### src/merge_two_sorted_runs_macros.svh
// Assertion macros shared by the merge_two_sorted_runs RTL.
// Each macro expects signals named clk and rst_n in the enclosing module.
`ifndef MERGE_TWO_SORTED_RUNS_MACROS_SVH
`define MERGE_TWO_SORTED_RUNS_MACROS_SVH

// Property must hold at every clock edge outside reset.
`define MTSR_ASSERT(label, prop, msg) \
  label: assert property (@(posedge clk) disable iff (!rst_n) (prop)) else $error(msg);

// Condition must never be true at a clock edge outside reset.
`define MTSR_ASSERT_NEVER(label, cond, msg) \
  label: assert property (@(posedge clk) disable iff (!rst_n) !(cond)) else $error(msg);

`endif

### src/mtsr_pkg.sv
// Package for merge_two_sorted_runs: widths, register indexes, status codes
// and the job descriptor passed from the load front end to the merge engine.
// No dependencies.
package mtsr_pkg;

  localparam int DATA_W        = 32;
  localparam int IDX_W         = 6;
  localparam int CNT_W         = 7;
  localparam int CFG_IDX_W     = 2;
  localparam int STATUS_W      = 2;
  localparam int DEF_ARRAY_DEPTH = 64;
  localparam int JOB_Q_DEPTH   = 2;

  localparam logic [CFG_IDX_W-1:0] REG_RUN_START = 2'd0;
  localparam logic [CFG_IDX_W-1:0] REG_RUN_MID   = 2'd1;
  localparam logic [CFG_IDX_W-1:0] REG_RUN_END   = 2'd2;

  localparam logic [STATUS_W-1:0] STATUS_OK       = 2'd0;
  localparam logic [STATUS_W-1:0] STATUS_BAD_RUNS = 2'd1;
  localparam logic [STATUS_W-1:0] STATUS_OVERFLOW = 2'd2;

  typedef struct packed {
    logic [IDX_W-1:0] run_start;
    logic [IDX_W-1:0] run_mid;
    logic [IDX_W-1:0] run_end;
  } bounds_t;

  typedef struct packed {
    logic [CNT_W-1:0] count;
    logic             overflow;
  } job_t;

  typedef struct packed {
    logic not_empty;
    logic full;
  } q_stat_t;

endpackage

### src/mtsr_ram.sv
// Generic RAM: one write port, two read ports with registered read data.
// Depends on nothing.
module mtsr_ram #(
  parameter int WIDTH = 32,
  parameter int DEPTH = 64
) (
  input  logic                     clk,
  input  logic                     we,
  input  logic [$clog2(DEPTH)-1:0] waddr,
  input  logic [WIDTH-1:0]         wdata,
  input  logic [$clog2(DEPTH)-1:0] raddr_a,
  output logic [WIDTH-1:0]         rdata_a,
  input  logic [$clog2(DEPTH)-1:0] raddr_b,
  output logic [WIDTH-1:0]         rdata_b
);

  logic [WIDTH-1:0] mem [DEPTH];

  always_ff @(posedge clk) begin
    if (we) begin
      mem[waddr] <= wdata;
    end
    rdata_a <= mem[raddr_a];
    rdata_b <= mem[raddr_b];
  end

endmodule

### src/mtsr_front.sv
// Load front end: stores each accepted word at the next index while there
// is room, tracks overflow and posts a job descriptor on the last word. Uses mtsr_pkg.
module mtsr_front import mtsr_pkg::*; #(
  parameter int ARRAY_DEPTH = DEF_ARRAY_DEPTH
) (
  input  logic                           clk,
  input  logic                           rst_n,
  input  logic                           accept,
  input  logic signed [DATA_W-1:0]       in_value,
  input  logic                           in_last,
  output logic                           ram_we,
  output logic [$clog2(ARRAY_DEPTH)-1:0] ram_waddr,
  output logic [DATA_W-1:0]              ram_wdata,
  output logic                           push,
  output job_t                           push_job
);

  localparam int AW = $clog2(ARRAY_DEPTH);

  logic [CNT_W-1:0] count_r, count_nxt;
  logic             ovf_r, ovf_nxt;
  logic             room;

  assign room      = count_r < CNT_W'(ARRAY_DEPTH);
  assign ram_we    = accept && room;
  assign ram_waddr = count_r[AW-1:0];
  assign ram_wdata = in_value;

  always_comb begin
    count_nxt = count_r;
    ovf_nxt   = ovf_r;
    if (accept) begin
      if (room) begin
        count_nxt = count_r + CNT_W'(1);
      end else begin
        ovf_nxt = 1'b1;
      end
    end
    push              = accept && in_last;
    push_job.count    = count_nxt;
    push_job.overflow = ovf_nxt;
    // The descriptor carries the totals, so the counters start over.
    if (push) begin
      count_nxt = '0;
      ovf_nxt   = 1'b0;
    end
  end

  always_ff @(posedge clk) begin
    if (!rst_n) begin
      count_r <= '0;
      ovf_r   <= 1'b0;
    end else begin
      count_r <= count_nxt;
      ovf_r   <= ovf_nxt;
    end
  end

endmodule

### src/mtsr_job_q.sv
// Short FIFO of job descriptors between the load front end and the merge
// engine. Uses mtsr_pkg and the assertion macros.
`include "merge_two_sorted_runs_macros.svh"
module mtsr_job_q import mtsr_pkg::*; (
  input  logic    clk,
  input  logic    rst_n,
  input  logic    push,
  input  job_t    push_job,
  input  logic    pop,
  output job_t    head,
  output q_stat_t stat
);

  localparam int PW = (JOB_Q_DEPTH > 1) ? $clog2(JOB_Q_DEPTH) : 1;
  localparam int CW = $clog2(JOB_Q_DEPTH + 1);

  job_t          slots_r [JOB_Q_DEPTH];
  logic [PW-1:0] wr_ptr_r, wr_ptr_nxt;
  logic [PW-1:0] rd_ptr_r, rd_ptr_nxt;
  logic [CW-1:0] fill_r, fill_nxt;
  logic          do_push, do_pop;

  function automatic logic [PW-1:0] bump(input logic [PW-1:0] p);
    bump = (p == PW'(JOB_Q_DEPTH - 1)) ? '0 : p + PW'(1);
  endfunction

  assign stat.not_empty = fill_r != '0;
  assign stat.full      = fill_r == CW'(JOB_Q_DEPTH);
  assign head           = slots_r[rd_ptr_r];
  assign do_push        = push && !stat.full;
  assign do_pop         = pop && stat.not_empty;

  always_comb begin
    wr_ptr_nxt = do_push ? bump(wr_ptr_r) : wr_ptr_r;
    rd_ptr_nxt = do_pop ? bump(rd_ptr_r) : rd_ptr_r;
    fill_nxt   = fill_r;
    if (do_push && !do_pop) begin
      fill_nxt = fill_r + CW'(1);
    end else if (do_pop && !do_push) begin
      fill_nxt = fill_r - CW'(1);
    end
  end

  always_ff @(posedge clk) begin
    if (do_push) begin
      slots_r[wr_ptr_r] <= push_job;
    end
  end

  always_ff @(posedge clk) begin
    if (!rst_n) begin
      wr_ptr_r <= '0;
      rd_ptr_r <= '0;
      fill_r   <= '0;
    end else begin
      wr_ptr_r <= wr_ptr_nxt;
      rd_ptr_r <= rd_ptr_nxt;
      fill_r   <= fill_nxt;
    end
  end

  // A request that finds the queue full would lose a whole array.
  `MTSR_ASSERT_NEVER(a_q_push_when_full, push && stat.full, "job pushed into full queue")

endmodule

### src/mtsr_back.sv
// Merge engine: takes a job, checks the run bounds, then walks the array in
// index order, merging the two runs from two RAM read ports. Uses mtsr_pkg.
`include "merge_two_sorted_runs_macros.svh"
module mtsr_back import mtsr_pkg::*; #(
  parameter int ARRAY_DEPTH = DEF_ARRAY_DEPTH
) (
  input  logic                           clk,
  input  logic                           rst_n,
  input  bounds_t                        bounds,
  input  job_t                           job,
  input  q_stat_t                        q_stat,
  output logic                           pop,
  output logic                           active,
  output logic [$clog2(ARRAY_DEPTH)-1:0] raddr_a,
  input  logic [DATA_W-1:0]              rdata_a,
  output logic [$clog2(ARRAY_DEPTH)-1:0] raddr_b,
  input  logic [DATA_W-1:0]              rdata_b,
  output logic                           out_valid,
  output logic signed [DATA_W-1:0]       out_value,
  output logic [IDX_W-1:0]               out_index,
  output logic                           out_last,
  output logic [STATUS_W-1:0]            out_status
);

  localparam int AW = $clog2(ARRAY_DEPTH);

  localparam logic [1:0] B_IDLE  = 2'd0;
  localparam logic [1:0] B_ISSUE = 2'd1;
  localparam logic [1:0] B_EMIT  = 2'd2;

  logic [1:0]          state_r, state_nxt;
  logic [CNT_W-1:0]    i_r, i_nxt, j_r, j_nxt, k_r, k_nxt, n_r, n_nxt;
  logic [CNT_W-1:0]    mid_r, mid_nxt, end_r, end_nxt, start_r, start_nxt;
  logic                valid_r, valid_nxt;
  logic [STATUS_W-1:0] status_r, status_nxt;

  logic                out_valid_r, out_valid_nxt;
  logic [DATA_W-1:0]   out_value_r, out_value_nxt;
  logic [IDX_W-1:0]    out_index_r, out_index_nxt;
  logic                out_last_r, out_last_nxt;
  logic [STATUS_W-1:0] out_status_r, out_status_nxt;

  logic [CNT_W-1:0]    b_start, b_mid, b_end;
  logic                bounds_ok, in_seg, take_a;

  assign b_start   = CNT_W'(bounds.run_start);
  assign b_mid     = CNT_W'(bounds.run_mid);
  assign b_end     = CNT_W'(bounds.run_end);
  assign bounds_ok = (b_start <= b_mid) && (b_mid <= b_end) && (b_end < job.count);

  assign in_seg = valid_r && (k_r >= start_r) && (k_r <= end_r);
  // Ties go to the first run, which keeps the merge stable.
  assign take_a = (j_r > end_r) ||
                  ((i_r <= mid_r) && ($signed(rdata_a) <= $signed(rdata_b)));

  // Outside the merged segment port A reads the element in place.
  assign raddr_a = in_seg ? i_r[AW-1:0] : k_r[AW-1:0];
  assign raddr_b = j_r[AW-1:0];

  assign pop    = (state_r == B_IDLE) && q_stat.not_empty;
  assign active = state_r != B_IDLE;

  always_comb begin
    state_nxt      = state_r;
    i_nxt          = i_r;
    j_nxt          = j_r;
    k_nxt          = k_r;
    n_nxt          = n_r;
    start_nxt      = start_r;
    mid_nxt        = mid_r;
    end_nxt        = end_r;
    valid_nxt      = valid_r;
    status_nxt     = status_r;
    out_valid_nxt  = 1'b0;
    out_value_nxt  = out_value_r;
    out_index_nxt  = out_index_r;
    out_last_nxt   = out_last_r;
    out_status_nxt = out_status_r;
    unique case (state_r)
      B_IDLE: begin
        if (q_stat.not_empty) begin
          start_nxt = b_start;
          mid_nxt   = b_mid;
          end_nxt   = b_end;
          valid_nxt = bounds_ok;
          n_nxt     = job.count;
          i_nxt     = b_start;
          j_nxt     = b_mid + CNT_W'(1);
          k_nxt     = '0;
          priority if (job.overflow) begin
            status_nxt = STATUS_OVERFLOW;
          end else if (!bounds_ok) begin
            status_nxt = STATUS_BAD_RUNS;
          end else begin
            status_nxt = STATUS_OK;
          end
          state_nxt = B_ISSUE;
        end
      end
      B_ISSUE: begin
        state_nxt = B_EMIT;
      end
      B_EMIT: begin
        out_valid_nxt  = 1'b1;
        out_index_nxt  = k_r[IDX_W-1:0];
        out_last_nxt   = (k_r + CNT_W'(1)) == n_r;
        out_status_nxt = status_r;
        if (in_seg && !take_a) begin
          out_value_nxt = rdata_b;
          j_nxt         = j_r + CNT_W'(1);
        end else begin
          out_value_nxt = rdata_a;
          if (in_seg) begin
            i_nxt = i_r + CNT_W'(1);
          end
        end
        k_nxt     = k_r + CNT_W'(1);
        state_nxt = ((k_r + CNT_W'(1)) == n_r) ? B_IDLE : B_ISSUE;
      end
      default: begin
        state_nxt = B_IDLE;
      end
    endcase
  end

  always_ff @(posedge clk) begin
    if (!rst_n) begin
      state_r     <= B_IDLE;
      out_valid_r <= 1'b0;
    end else begin
      state_r     <= state_nxt;
      out_valid_r <= out_valid_nxt;
    end
  end

  always_ff @(posedge clk) begin
    i_r          <= i_nxt;
    j_r          <= j_nxt;
    k_r          <= k_nxt;
    n_r          <= n_nxt;
    start_r      <= start_nxt;
    mid_r        <= mid_nxt;
    end_r        <= end_nxt;
    valid_r      <= valid_nxt;
    status_r     <= status_nxt;
    out_value_r  <= out_value_nxt;
    out_index_r  <= out_index_nxt;
    out_last_r   <= out_last_nxt;
    out_status_r <= out_status_nxt;
  end

  assign out_valid  = out_valid_r;
  assign out_value  = $signed(out_value_r);
  assign out_index  = out_index_r;
  assign out_last   = out_last_r;
  assign out_status = out_status_r;

  `MTSR_ASSERT(a_issue_then_emit, (state_r == B_ISSUE) |=> (state_r == B_EMIT), "issue not followed by emit")
  `MTSR_ASSERT(a_index_below_count, (state_r != B_IDLE) |-> (k_r < n_r), "emit index past array end")
  `MTSR_ASSERT(a_heads_bounded, (state_r != B_IDLE && valid_r) |-> (i_r <= mid_r + CNT_W'(1) && j_r <= end_r + CNT_W'(1)), "run head ran past its run")
  `MTSR_ASSERT(a_gap_after_last, (out_valid_r && out_last_r) |=> !out_valid_r, "result right after final element")

endmodule

### src/merge_two_sorted_runs.sv
// Merge step: loads one word per cycle (start high, busy low).
// Accepting the last word queues a job; the merge engine pops it, then each
// result comes from its RAM read (ISSUE) and select (EMIT) states in turn;
// busy stays high until the final element is selected. Results cannot be stalled.
// Synchronous active-low reset clears counters, queue and run bounds; the
// array RAM is not cleared.
module merge_two_sorted_runs import mtsr_pkg::*; #(
  parameter int ARRAY_DEPTH = DEF_ARRAY_DEPTH
) (
  input  logic                       clk,
  input  logic                       rst_n,
  input  logic                       start,
  output logic                       busy,
  input  logic signed [DATA_W-1:0]   in_value,
  input  logic                       in_last,
  output logic                       out_valid,
  output logic signed [DATA_W-1:0]   out_value,
  output logic [IDX_W-1:0]           out_index,
  output logic                       out_last,
  output logic [STATUS_W-1:0]        out_status,
  input  logic                       cfg_we,
  input  logic [CFG_IDX_W-1:0]       cfg_index,
  input  logic [IDX_W-1:0]           cfg_wdata
);

  localparam int AW = $clog2(ARRAY_DEPTH);

  bounds_t           bounds_r, bounds_nxt;
  logic              accept;
  logic              ram_we;
  logic [AW-1:0]     ram_waddr, raddr_a, raddr_b;
  logic [DATA_W-1:0] ram_wdata, rdata_a, rdata_b;
  logic              push, pop, back_active;
  job_t              push_job, head_job;
  q_stat_t           q_stat;

  // A new array may load only once the previous one is fully handed off.
  assign busy   = q_stat.not_empty || back_active;
  assign accept = start && !busy;

  always_comb begin
    bounds_nxt = bounds_r;
    if (cfg_we) begin
      unique case (cfg_index)
        REG_RUN_START: bounds_nxt.run_start = cfg_wdata;
        REG_RUN_MID:   bounds_nxt.run_mid   = cfg_wdata;
        REG_RUN_END:   bounds_nxt.run_end   = cfg_wdata;
        default:       bounds_nxt = bounds_r;
      endcase
    end
  end

  always_ff @(posedge clk) begin
    if (!rst_n) begin
      bounds_r <= '0;
    end else begin
      bounds_r <= bounds_nxt;
    end
  end

  mtsr_front #(.ARRAY_DEPTH(ARRAY_DEPTH)) u_front (
    .clk       (clk),
    .rst_n     (rst_n),
    .accept    (accept),
    .in_value  (in_value),
    .in_last   (in_last),
    .ram_we    (ram_we),
    .ram_waddr (ram_waddr),
    .ram_wdata (ram_wdata),
    .push      (push),
    .push_job  (push_job)
  );

  mtsr_ram #(.WIDTH(DATA_W), .DEPTH(ARRAY_DEPTH)) u_ram (
    .clk     (clk),
    .we      (ram_we),
    .waddr   (ram_waddr),
    .wdata   (ram_wdata),
    .raddr_a (raddr_a),
    .rdata_a (rdata_a),
    .raddr_b (raddr_b),
    .rdata_b (rdata_b)
  );

  mtsr_job_q u_job_q (
    .clk      (clk),
    .rst_n    (rst_n),
    .push     (push),
    .push_job (push_job),
    .pop      (pop),
    .head     (head_job),
    .stat     (q_stat)
  );

  mtsr_back #(.ARRAY_DEPTH(ARRAY_DEPTH)) u_back (
    .clk        (clk),
    .rst_n      (rst_n),
    .bounds     (bounds_r),
    .job        (head_job),
    .q_stat     (q_stat),
    .pop        (pop),
    .active     (back_active),
    .raddr_a    (raddr_a),
    .rdata_a    (rdata_a),
    .raddr_b    (raddr_b),
    .rdata_b    (rdata_b),
    .out_valid  (out_valid),
    .out_value  (out_value),
    .out_index  (out_index),
    .out_last   (out_last),
    .out_status (out_status)
  );

endmodule

### config.mk
export PLATFORM = sky130hd
export DESIGN_NAME = merge_two_sorted_runs
export DESIGN_NICKNAME = d
export VERILOG_FILES = /design/src/mtsr_pkg.sv /design/src/mtsr_ram.sv /design/src/mtsr_front.sv /design/src/mtsr_job_q.sv /design/src/mtsr_back.sv /design/src/merge_two_sorted_runs.sv
export VERILOG_INCLUDE_DIRS = /design/src /design/src/src
export SDC_FILE = /design/constraint.sdc
export NUM_CORES = 2
export LEC_CHECK = 0
export BUFFER_PORTS_ARGS = -buffer_cell sky130_fd_sc_hd__buf_2
export CAP_MARGIN = 20
export CORE_UTILIZATION = 45
export CTS_BUF_LIST = sky130_fd_sc_hd__clkbuf_4 sky130_fd_sc_hd__clkbuf_8
export CTS_CLUSTER_DIAMETER = 100
export DETAILED_ROUTE_END_ITERATION = 7
export GPL_TIMING_DRIVEN = 0
export SYNTH_ARGS = -nofsm -noshare
export SYNTH_HDL_FRONTEND = slang
export SYNTH_SLANG_ARGS = --single-unit
### constraint.sdc
create_clock -name clk -period 3.8 [get_ports clk]
set_clock_uncertainty 0.15 [all_clocks]
set_input_delay 0.19 -clock clk [delete_from_list [all_inputs] [get_ports clk]]
set_output_delay 0.19 -clock clk [all_outputs]
set_load 0.02 [all_outputs]
# Word level (Yosys, flattened, before mapping)
# Memory sizes are Yosys's and may differ from the RTL's. A register that Yosys moved wholly into a read port is not among the register bits.
# Cells that the tools add are included.
# classes
add_sub_neg	9
magnitude_cmp	9
eq_ne	10
muxes	30
bitwise	1
n_reduce_logical	35
# op_table
operator	n
$mux 7	8
$pmux 7 s2	3
$le 32x32->1	1
$mux 32	1
$add 7x1->7 const B	4
$le 7x6->1	2
$logic_and 1x1->1	14
$mux 1	13
$le 6x6->1	2
$reduce_and 2->1	5
$reduce_bool 2->1	4
$add 6x1->7 const B	1
$eq 7x7->1	1
$ge 7x6->1	1
$gt 7x6->1	1
$lt 6x7->1	1
$lt 7x7->1 const B	1
$eq 2x2->1 const B	3
$mux 2	3
$mux 6	1
$pmux 2 s3	1
$logic_not 1->1	5
$eq 2x1->1 const B	2
$logic_not 2->1	2
other kinds (10)	14
# word_totals
regBits	123
ram_bits	2064
output_inout_bits	43
elab_cells	119
n_memories	2
# mem_list
memory	depth	word_bits	read_ports	rd_ports_with_merged_regs	wr	line	source
u_ram.mem	64	32	2	2	1	mtsr_ram.sv:17	logic [WIDTH-1:0] mem [DEPTH];
u_job_q.slots_r	2	8	1	1	1	mtsr_job_q.sv:17	job_t slots_r [JOB_Q_DEPTH];

# Depth between registers and ports, before layout
# depth
ltp_word	10
ltp_mapped	16
ltp_nobuf	11

# Hierarchy
# Synthesis repeated with hierarchy kept, for this count alone.
# hier_totals
hier_cells	5110
hier_area_um2	103663.2
# by_module_without_submodules
module	instances	cells_each	area_each_um2	seq_area_each_um2
mtsr_ram	1	4412	95660.5	62780.2
mtsr_back	1	498	5860.6	2762.6
mtsr_job_q	1	51	805.8	580.6
merge_two_sorted_runs	1	69	681.9	360.3
mtsr_front	1	80	654.4	160.2

# Worst setup path before layout
# Ideal clock, no wire load.
# synth_timing
kind	register to register
start	register u_back.j_r[0]
end	register u_back.i_r[0], enable pin
setup_ps	374
arrival_time_ps	3215
required_ps	3276
setup_slack_ps	61
stages_incl_launch_ff	17
n_path_buf	6
synth_period_minus_slack_ps	3739
cell_sequence	edfxtp_1 > clkbuf_1 > clkbuf_1 > clkbuf_1 > buf_1 > inv_1 > ha_1 > nor2b_1 > o21ai_0 > nand2b_1 > a221oi_1 > a41oi_1 > nor3_1 > o311a_1 > clkbuf_1 > buf_2 > a21oi_1
# synth_between
elab_chain_len	6
# synth_rtl
element	line	source
start: declaration	mtsr_back.sv:32	logic [CNT_W-1:0] i_r, i_nxt, j_r, j_nxt, k_r, k_nxt, n_r, n_nxt;
start signal: assignment	mtsr_back.sv:138	j_r <= j_nxt;
$gt 7x6->1	mtsr_back.sv:53	assign take_a = (j_r > end_r) ||
$logic_or 1x1->1	mtsr_back.sv:53	
$logic_not 1->1	mtsr_back.sv:108	if (in_seg && !take_a) begin
$logic_and 1x1->1	mtsr_back.sv:108	
$ne 2x2->1 (no line)	n/a	
$reduce_and 4->1 (no line)	n/a	
end signal: assignment	mtsr_back.sv:137	i_r <= i_nxt;
end: declaration	mtsr_back.sv:32	
# No other way between the ends.
# A chain may end at the register's enable or synchronous reset.

# Final worst setup path
# layout_timing
start	register u_back.k_r[4]
end	register u_ram.rdata_a[25], read port of u_ram.mem
# layout_between
elab_chain_len	4
elab_cells_between_ends	5
# layout_rtl
element	line	source
start: declaration	mtsr_back.sv:32	
start signal: assignment	mtsr_back.sv:139	k_r <= k_nxt;
$ge 7x6->1	mtsr_back.sv:51	assign in_seg = valid_r && (k_r >= start_r) && (k_r <= end_r);
$logic_and 1x1->1 (2 in series)	mtsr_back.sv:51	
$mux 6 *	mtsr_back.sv:57	assign raddr_a = in_seg ? i_r[AW-1:0] : k_r[AW-1:0];
end: declaration	mtsr_ram.sv:12	output logic [WIDTH-1:0] rdata_a,
# Every way passes the cells marked *; elsewhere a longest branch is shown, timed or not.

==> metrics <==
outcome finished with violations; failing checks DRC, setup timing; Starting Density 0.454; pin count of the biggest net entering global routing 65; Die ar. 229000 µm²; WP data required 4.65 ns; leading area contributor after synthesis edfxtp_1; Total GRT Usage 0.384; filler instances roughly 18000; synthesized area per cell 17.5 µm²; routability cong. 1.03; period utilization 1.14; num rows 174; Top Layer Used met5; Final nets 6938; Crit Path Max Fanout 10; CTS Buffer Depth 4; later-pin clock latency in the skew report approximately 1.1 ns; Pre-antenna DRT Iters 8; share of cells above drive strength 1 0.352; Remaining DRCs 18; max-cap check violation count 0; CP top delay family simple AND/OR/NAND/NOR gates; Final setup viols 52; global-route wire length before repair slightly below 600000 µm; critical path data arrival time 5.17 ns; CP Class flip-flop to flip-flop; Crit path top cell by count buf_6; post-synth top area share 0.632; Post-synth EDFFs 2154; Critical Path End Type flip-flop; number of vias per cell 7.04; number of synthesized register bits 2252; f_max 0.232 GHz; metal1 wirelength between 100000 and 150000 µm; Worst setup SP type flip-flop; Synthesis Warnings 0; GR Overflow Total 0; WL per Instance 44.0 µm; Pins Over Slew Limit 0; fin crit period 4.32 ns; PwrDens 859 nW/µm²; Slew HR 0.151; P&R area growth vs syn 20.8%; number of CTS-inserted buffers slightly below 400; CP cell instances ha_1 > nand4b_1 > or2_1 > o21a_2 > o311ai_2 > buf_6 > clkbuf_16 > buf_8 > buf_6 > nand2_1 > nand3_1 > nand4_1 > o22ai_1 > a2111o_1; I/O Pins 88; Die X 479 µm; ranking of synthesized cells by area edfxtp_1 63%, mux4_2 20%, nand2_1 3.0%; critical path's slowest cell nand4_1; Hold Crit Class primary input to flip-flop; LEAKAGE 0.0418 µW; area of the multi-input gates between 30000 and 40000 µm²; post-route ant nets 0; sequential-to-total area share from yosys stat 0.651; pre-CTS WS -2.98 ns; Primary FF master, synth edfxtp_1; Total Wirelength ~450000 µm; CTS tree yes; CTS root buf clkbuf_8; crit-path max cell delay about 0.74 ns; TNS Setup -12.21 ns; clk slew on worst S/H paths 0.06 ns; Worst-Margin Slew 1.27 ns; Yosys cell types 58; Final WS setup -0.515 ns; CP bufs+invs 4; Final Hold Violating Endpoints 0; Core ar. around 230000 µm²; DR WL met3 65600 µm; initial antenna violation count 21; syn_nets ~6000; hpwl dp 324000 µm; H-tree levels 5; number of port buffers 86; via count 71300; Sinks on Clock Net 2252; Worst VDD drop 0.000547 V; Mapped Cells between 5000 and 6000; RSZ-0062 raised after global routing yes; sequential standard cell area 66600 µm²; vias in the first global route 66500; fraction of registers with async set/reset 0; wire length on met2 184000 µm; Post-Syn Area 102000 µm²; chip height 479 µm; drt initial violations 14400
[through the flow]
step           hold WS [ns]  total power (µW)   util  cell area (µm²)  cells
2_1_floorplan         0.139             52400      -           102000   5856
3_5_place_dp          0.256             77000  0.492           111000   9143
4_1_cts             0.00581            103000  0.543           123000  10000
6_report             0.0341            106000  0.548           124000  10100
3_3_place_gp          0.255             75100  0.473           107000   8934
5_1_grt              0.0347            106000  0.548           124000  10100
[where the power goes]
part	leakage [µW]	internal [µW]	switching, µW	total, µW
clock	0.00393	11600	10400	22000
sequential	0.0202	28300	567	28900
combinational	0.0176	19400	35900	55300
[placed cells by master, fill, tap and decap left out, types with 94 or more instances in the layout]
master         instances
clkbuf_8             442
clkbuf_4             159
a22oi_1               94
clkbuf_2             102
buf_4                124
edfxtp_1            2154
dfxtp_1               96
buf_8                110
buf_12               151
nand3_1              300
mux4_2               928
dlygate4sd3_1         95
buf_2                119
nand2_1              801
clkinv_1              94
nand4_1              112
mux2i_1              151
[flip-flops by register name, indices dropped and copies added (netlist names), 7 cells and up, named ones only]
register and flops:
u_job_q.slots_r 16, u_ram.rdata_b 32, u_front.count_r 7, u_back.j_r 7, bounds_r 18, u_back.k_r 7
u_ram.mem 2048, u_back.out_value 32, u_back.i_r 7, u_ram.rdata_a 32, u_back.n_r 7
[tightest hold or removal path, cell delays in order]
cell           delay (ns)
dlygate4sd3_1        0.53
buf_2                0.18
buf_12               0.18
[final timing paths]
| kind | slack [ns] | end | depth (start not counted) | from |
|---|---|---|---|---|
| max reg2reg | -0.52 | u_ram.rdata_a[25] | 14 | u_back.k_r[4] |
| max | -0.52 | u_ram.rdata_a[25] | 14 | u_back.k_r[4] |
| min | 0.03 | u_ram.mem[16][9] | 3 | in_value[9] |
| min reg2reg | 0.27 | u_back.out_status[0] | 0 | u_back.status_r[0] |
[cells by family (layout without fill, tap and decap cells)]
logic type / after synthesis / in the layout / synth area share
flip-flops: 2252 / 2252 / 0.651
AND/OR/NAND/NOR: 1445 / 1445 / 0.0627
multiplexers: 1116 / 1116 / 0.223
buffers and inverters: 506 / 1751 / 0.0200
AO/OA/AOI/OAI: 430 / 430 / 0.0317
adder cells (fa/ha/maj): 78 / 78 / 0.00953
XOR/XNOR: 29 / 29 / 0.00248
other: 0 / 24 / 0
[final cells by class]
class	count	area share
Antenna cell	24	0.000486
Buffer	423	0.0272
Clock buffer	523	0.0525
Clock inverter	158	0.00723
Inverter	76	0.00231
Multi-Input combinational cell	3098	0.281
Sequential cell	2252	0.539
Tap cell	2992	0.0303
Timing Repair Buffer	571	0.0601
[Yosys cell counts (4+ instances only)]
master	count
a2111o_1	32
xor2_1	14
and3_1	38
o22ai_1	33
mux4_2	928
mux2_2	36
nand4_1	112
o21a_1	12
a31oi_1	69
a32oi_1	32
a21o_1	13
ha_1	78
and2_1	11
xnor2_1	15
clkbuf_1	285
nand2b_1	12
nand3b_1	5
nand2_1	806
buf_2	36
a222oi_1	32
nor2_1	97
nor2b_1	41
inv_1	76
nand3_1	304
buf_1	95
buf_6	13
dfxtp_1	98
a22oi_1	128
o31ai_1	8
edfxtp_1	2154
a21oi_1	20
mux2i_1	152
nor3_1	4
o21ai_0	27
[what timing repair did]
| item | 4_1_cts | 5_1_grt |
|---|---|---|
| setup buffers | 128 | 30 |
| gates cloned | 4 | 2 |
| endpoints found under the setup margin | 1408 | 166 |
| hold endpoints to repair | 2102 | 106 |
| gates resized for setup | 650 | 108 |
| hold buffers | 83 | 12 |
| pin swaps | 117 | 44 |
[layer usage]
metal  GRT usage  up-vias
met1       0.478    36500
met3       0.136     1462
met5    0.000207        -
li1            -    26200
met2       0.533     7100
met4       0.332       18
Note: power is estimated with default switching activity, not from simulation.
